`src/gsc_pkg.sv`:
```
// ============================================================================
// gsc_pkg: shared types and microcode for the grid sparsity checker
// Holds field widths, request and register codes, the control word format
// and the microprogram that sequences every request.
// ============================================================================
`default_nettype none

package gsc_pkg;

    localparam int CRD_W      = 4;   // coordinate field width
    localparam int REQ_W      = 2;
    localparam int ST_W       = 2;   // cell state width
    localparam int SP_W       = 4;   // sparsity register width
    localparam int SZ_W       = 5;   // grid size register width
    localparam int CFG_IDX_W  = 2;
    localparam int CFG_DATA_W = 5;
    localparam int BND_W      = 8;   // signed box bound width
    localparam int SQ_W       = 8;   // one squared offset, or sparsity squared
    localparam int DIST_W     = 10;  // sum of three squared offsets
    localparam int UPC_W      = 4;

    typedef logic [REQ_W-1:0]        t_req;
    typedef logic [ST_W-1:0]         t_state;
    typedef logic [CFG_IDX_W-1:0]    t_cfg_idx;
    typedef logic signed [BND_W-1:0] t_bnd;
    typedef logic [UPC_W-1:0]        t_upc;

    localparam t_req REQ_WRITE = 2'd0;
    localparam t_req REQ_READ  = 2'd1;
    localparam t_req REQ_QUERY = 2'd2;

    localparam t_state ST_UNINIT  = 2'd0;
    localparam t_state ST_PASSAGE = 2'd1;

    localparam t_cfg_idx CFG_SPARSITY = 2'd0;
    localparam t_cfg_idx CFG_WIDTH    = 2'd1;
    localparam t_cfg_idx CFG_HEIGHT   = 2'd2;
    localparam t_cfg_idx CFG_DEPTH    = 2'd3;

    // Datapath operation selected by one control word.
    typedef enum logic [3:0] {
        UOP_NOP,
        UOP_CLEAR,
        UOP_ACCEPT,
        UOP_WRITE,
        UOP_READ,
        UOP_RDCAP,
        UOP_BOUNDS,
        UOP_INIT,
        UOP_SCAN,
        UOP_EMIT
    } t_uop;

    // Jump condition of one control word.
    typedef enum logic [3:0] {
        UC_NEVER,
        UC_ALWAYS,
        UC_NO_IN,
        UC_CLR_MORE,
        UC_IS_WR,
        UC_IS_RD,
        UC_IS_QRY,
        UC_NO_CHECK,
        UC_EMPTY,
        UC_LOOP,
        UC_OUT_BUSY
    } t_ucond;

    typedef struct packed {
        t_uop   op;
        t_ucond cond;
        t_upc   tgt;
    } t_uword;

    // Status that the datapath hands to the sequencer for its jumps.
    typedef struct packed {
        logic in_valid;
        logic out_busy;
        logic clr_more;
        logic is_wr;
        logic is_rd;
        logic is_qry;
        logic no_check;
        logic empty;
        logic loop;
    } t_flags;

    // Microprogram entry points.
    localparam t_upc U_CLR  = 4'd0;
    localparam t_upc U_IDLE = 4'd1;
    localparam t_upc U_DSP0 = 4'd2;
    localparam t_upc U_DSP1 = 4'd3;
    localparam t_upc U_DSP2 = 4'd4;
    localparam t_upc U_NOOP = 4'd5;
    localparam t_upc U_WR   = 4'd6;
    localparam t_upc U_RD   = 4'd7;
    localparam t_upc U_RDC  = 4'd8;
    localparam t_upc U_BOX  = 4'd9;
    localparam t_upc U_INIT = 4'd10;
    localparam t_upc U_SCAN = 4'd11;
    localparam t_upc U_EMIT = 4'd12;
    localparam t_upc U_RET  = 4'd13;

    // The control store. A word jumps to tgt when its condition holds and
    // otherwise falls through to the next step.
    function automatic t_uword ucode_rom(input t_upc pc);
        t_uword w;
        case (pc)
            U_CLR:   w = '{UOP_CLEAR,  UC_CLR_MORE, U_CLR};
            U_IDLE:  w = '{UOP_ACCEPT, UC_NO_IN,    U_IDLE};
            U_DSP0:  w = '{UOP_NOP,    UC_IS_WR,    U_WR};
            U_DSP1:  w = '{UOP_NOP,    UC_IS_RD,    U_RD};
            U_DSP2:  w = '{UOP_NOP,    UC_IS_QRY,   U_BOX};
            U_NOOP:  w = '{UOP_NOP,    UC_ALWAYS,   U_EMIT};
            U_WR:    w = '{UOP_WRITE,  UC_ALWAYS,   U_EMIT};
            U_RD:    w = '{UOP_READ,   UC_NEVER,    U_RDC};
            U_RDC:   w = '{UOP_RDCAP,  UC_ALWAYS,   U_EMIT};
            U_BOX:   w = '{UOP_BOUNDS, UC_NO_CHECK, U_EMIT};
            U_INIT:  w = '{UOP_INIT,   UC_EMPTY,    U_EMIT};
            U_SCAN:  w = '{UOP_SCAN,   UC_LOOP,     U_SCAN};
            U_EMIT:  w = '{UOP_EMIT,   UC_OUT_BUSY, U_EMIT};
            U_RET:   w = '{UOP_NOP,    UC_ALWAYS,   U_IDLE};
            default: w = '{UOP_NOP,    UC_ALWAYS,   U_IDLE};
        endcase
        return w;
    endfunction

    // Distance between two small unsigned coordinates; callers keep it
    // below sixteen.
    function automatic logic [CRD_W-1:0] abs_diff(input logic [BND_W-1:0] a,
                                                  input logic [BND_W-1:0] b);
        logic [BND_W-1:0] d;
        d = (a >= b) ? (a - b) : (b - a);
        return d[CRD_W-1:0];
    endfunction

endpackage

`default_nettype wire

```
`src/gsc_seq.sv`:
```
// ============================================================================
// gsc_seq: microprogram sequencer
// Step counter, control store fetch and conditional jump selection.
// ============================================================================
`default_nettype none

module gsc_seq
    import gsc_pkg::*;
(
    input  wire logic   i_clk,
    input  wire logic   i_rst_n,
    input  wire t_flags i_flags,
    output t_uop        o_op
);

    t_upc   r_pc;
    t_upc   n_pc;
    t_uword uword;
    logic   take;

    assign uword = ucode_rom(r_pc);
    assign o_op  = uword.op;

    always_comb begin
        unique case (uword.cond)
            UC_NEVER:    take = 1'b0;
            UC_ALWAYS:   take = 1'b1;
            UC_NO_IN:    take = !i_flags.in_valid;
            UC_CLR_MORE: take = i_flags.clr_more;
            UC_IS_WR:    take = i_flags.is_wr;
            UC_IS_RD:    take = i_flags.is_rd;
            UC_IS_QRY:   take = i_flags.is_qry;
            UC_NO_CHECK: take = i_flags.no_check;
            UC_EMPTY:    take = i_flags.empty;
            UC_LOOP:     take = i_flags.loop;
            UC_OUT_BUSY: take = i_flags.out_busy;
            default:     take = 1'b1;
        endcase
        n_pc = take ? uword.tgt : r_pc + t_upc'(1);
    end

    always_ff @(posedge i_clk) begin
        if (!i_rst_n) begin
            r_pc <= U_CLR;
        end else begin
            r_pc <= n_pc;
        end
    end

endmodule

`default_nettype wire

```
`config.mk`:
```
export PLATFORM = sky130hd
export DESIGN_NAME = gsc_seq
export DESIGN_NICKNAME = d
export VERILOG_FILES = /design/src/gsc_pkg.sv /design/src/gsc_seq.sv
export SDC_FILE = /design/constraint.sdc
export NUM_CORES = 1
export LEC_CHECK = 0
export ABC_AREA = 1
export BUFFER_PORTS_ARGS = -buffer_cell sky130_fd_sc_hd__buf_2
export CAP_MARGIN = 20
export CORE_AREA = 10 10 58 60
export DETAILED_ROUTE_END_ITERATION = 10
export DIE_AREA = 0 0 68 70
export GPL_TIMING_DRIVEN = 0
export HOLD_SLACK_MARGIN = 0.05
export PLACE_DENSITY = 0.67
export SLEW_MARGIN = 20
export SYNTH_ARGS = -nofsm -noshare
export SYNTH_HDL_FRONTEND = slang
export SYNTH_SLANG_ARGS = --single-unit
```
`constraint.sdc`:
```
create_clock -name i_clk -period 2.22 [get_ports i_clk]
set_clock_uncertainty 0.2 [all_clocks]
set_input_delay 0.666 -clock i_clk [delete_from_list [all_inputs] [get_ports i_clk]]
set_output_delay 0.666 -clock i_clk [all_outputs]
set_load 0.005 [all_outputs]
```
==> flow_metrics.tcl <==
set metrics [dict create \
    status "complete, no violations" \
    crit_arrival_ns 2.19 \
    critical-path-slowest-cell "nand4_1" \
    ios 15 \
    routed-via-count 979 \
    worstHoldStart "uword[0]$_DFF_P_" \
    drive_above_1_share_pct 45.0 \
    worstSetupEndpoint "uword[5]$_DFF_P_" \
    end_kind "register" \
    r2r-start "uword[7]$_SDFF_PN0_" \
    viasPerCell 4.66 \
    required_ns 2.20 \
    critPathKind "primary input to register" \
    coreArea_mm2 0.00234 \
    n_antenna_cell 0 \
    post_dp_cell_area_mm2 0.00125 \
    synth_fp_nets 173 \
    avgSynthCellArea_um2 7.02 \
    nets 200 \
    drt-pass1-iter-count 6 \
    tightestPinTransition_ns 0.274 \
    globalRouteTotalUtil_pct 10.1 \
    final_hold_viol_count 0 \
    pre_cts_slack_ns -0.408 \
    r2r_slack_ns 0.02 \
    grt_overflow 0 \
    ys_types 23 \
    fillers 234 \
    wl_met1_um 950 \
    hpwl_um 1810 \
    clk_pin_slew_worst_paths_ns 0.10 \
    reg2reg_to "uword[5]$_DFF_P_" \
    wl_met3_um 133 \
    setup_viol 0 \
    critical_path.startpoint "i_flags[8]" \
    numClockSinks 16 \
    multiInputGateArea_um2 712 \
    path_cells "buf_2 > inv_8 > nand3_2 > nand2_1 > nand2_1 > nand2_2 > inv_2 > nand3_4 > nand2_2 > nand2_2 > nor2_4 > inv_4 > ha_4 > nand4_1 > nand2_1 > nand2_1 > nand2_1" \
    place.gp.congestion 0.841 \
    dp.cells 197 \
    syn_area_mm2 0.00108 \
    top_layer_used "met4" \
    clk_latency_ns 0.29 \
    syn2layout_area_growth_pct 31.8 \
    ff2ff_path_depth 16 \
    setup_ws_ns 0.0134 \
    cp_max_fo 6 \
    port-buffer-count 13 \
    die-area_mm2 0.00476 \
    final_cell_mix "nand2_1 (42), buf_4 (14), buf_2 (13), inv_1 (12), dfxtp_1 (12)" \
    drt_iter0_markers 64 \
    ys_ff_latch 16 \
    drc 0 \
    instances_no_fill 210 \
    drt-total-wl_um 2340 \
    fin_area_mm2 0.00143 \
    htree_levels 1 \
    numCtsBuffers 3 \
    root_buffer "clkbuf_4" \
    cp_top_family "simple AND/OR/NAND/NOR gates" \
    crit_buf_inv 4 \
    ctsHoldBuffers 0 \
    min_period_ns 2.21 \
    grt_pass1_wl_um 3860 \
    drv_slew 0 \
    initial_core_util_pct 46.2 \
    rsz0062_at_grt "yes" \
    grt_pass1_vias 907 \
    yosys_warnings 0 \
    fmax_mhz 453 \
    slew_headroom_pct 81.7 \
    fin_crit_sh_pct 99.4 \
    cts_tree "yes" \
    grt_start_max_net_pins 11 \
    dr_wl_met2_um 1200 \
    rows 18 \
    antenna_found_initial 0 \
    drv_cap 0 \
    synth_seq_area_share_pct 29.6 \
    layout_commonest_cell "nand2_1" \
    drtAntennaViolNets 0 \
    wl_per_cell_um 11.1 \
    regArea_um2 333 \
    die_x_um 68 \
    cts_buffer_depth 2 \
    die_height_um 70 \
    synthCells 154 \
    max_stage_delay_ns 0.19 \
    path_depth 17 \
    start_kind "primary input" \
    hold_class "register to register" \
    cp_common_cell "nand2_1" \
]
## worst min-delay path: cells and delay by family, from the launching register on
kind | cells | cell delay [ns]
and+or+nand+nor | 3 | 0.17
DFF | 1 | 0.30
buffers and inverters | 1 | 0.07
## cells by family after synthesis
family,count (synthesis),share of synthesized area [%]
xor+xnor,2,1.62
buf+inv,30,13.5
flops,16,29.6
fa+ha+maj,8,9.26
simple gates,91,42.0
compound gates,7,3.94
## timing repair
action / in CTS / in global routing
resized for setup: 7 / 15
buffers inserted: 3 / 6
hold endpoints to repair: 0 / 0
pin swaps: 7 / 17
setup endpoints to repair: 11 / 12
## how the worst min path moves through the flow
stage / end / slack [ns] / cells past startpoint
3_5_place_dp: r_pc[1]$_SDFF_PN0_ / 0.35 / 4
2_1_floorplan: r_pc[0]$_SDFF_PN0_ / 0.32 / 3
3_3_place_gp: r_pc[1]$_SDFF_PN0_ / 0.33 / 4
4_1_cts: r_pc[1]$_SDFF_PN0_ / 0.37 / 4
6_report: r_pc[0]$_SDFF_PN0_ / 0.37 / 4
5_1_grt: r_pc[0]$_SDFF_PN0_ / 0.43 / 4
## cells in the mapped netlist
cell | number | area share (%)
a21oi_1 | 2 | 0.93
buf_4 | 6 | 4.2
buf_8 | 1 | 1.4
dfxtp_1 | 16 | 30
ha_1 | 8 | 9.3
inv_1 | 19 | 6.6
inv_2 | 4 | 1.4
nand2_1 | 46 | 16
nand2_2 | 7 | 4.1
nand2_4 | 1 | 1.0
nand3_1 | 16 | 7.4
nand3_2 | 1 | 0.93
nand3_4 | 2 | 3.2
nand3b_1 | 1 | 0.69
nand4_1 | 4 | 2.3
nor2_1 | 9 | 3.1
nor2_2 | 2 | 1.2
nor2_4 | 2 | 2.1
o21ai_0 | 1 | 0.46
o21ai_1 | 2 | 0.93
o21ai_2 | 2 | 1.6
xnor2_1 | 1 | 0.81
xor2_1 | 1 | 0.81
## cell type report
| type | instances | share of cell area [%] |
|---|---|---|
| clock buffers | 4 | 2.55 |
| well taps | 30 | 2.63 |
| multi-input cells | 108 | 50.0 |
| inverters | 23 | 7.11 |
| repair buffers | 22 | 10.2 |
| flip-flops and latches | 16 | 23.4 |
| plain buffers | 7 | 4.21 |
## metal layers
layer | GRT usage [%] | up-vias
li1 | - | 526
met1 | 11.4 | 424
met2 | 16.7 | 23
met3 | 2.07 | 6
met4 | 5.37 | 0
met5 | 0 | -
## sequential cells by signal, summed over array words and instances (netlist names)
name	flops
uword	12
r_pc	4
## stage by stage
stage	hold slack, ns	util (%)	setup TNS [ns]
after global placement	0.334	53.5	-3.73
final	0.372	60.8	0
after global routing	0.431	60.8	-1.09
after detailed placement	0.351	53.5	-4.01
after CTS	0.365	56.6	0
after floorplan	0.322	-	-0.0698
Power is not shown: default switching activity piles up to over one toggle a cycle in this logic, so the estimate is an artifact.
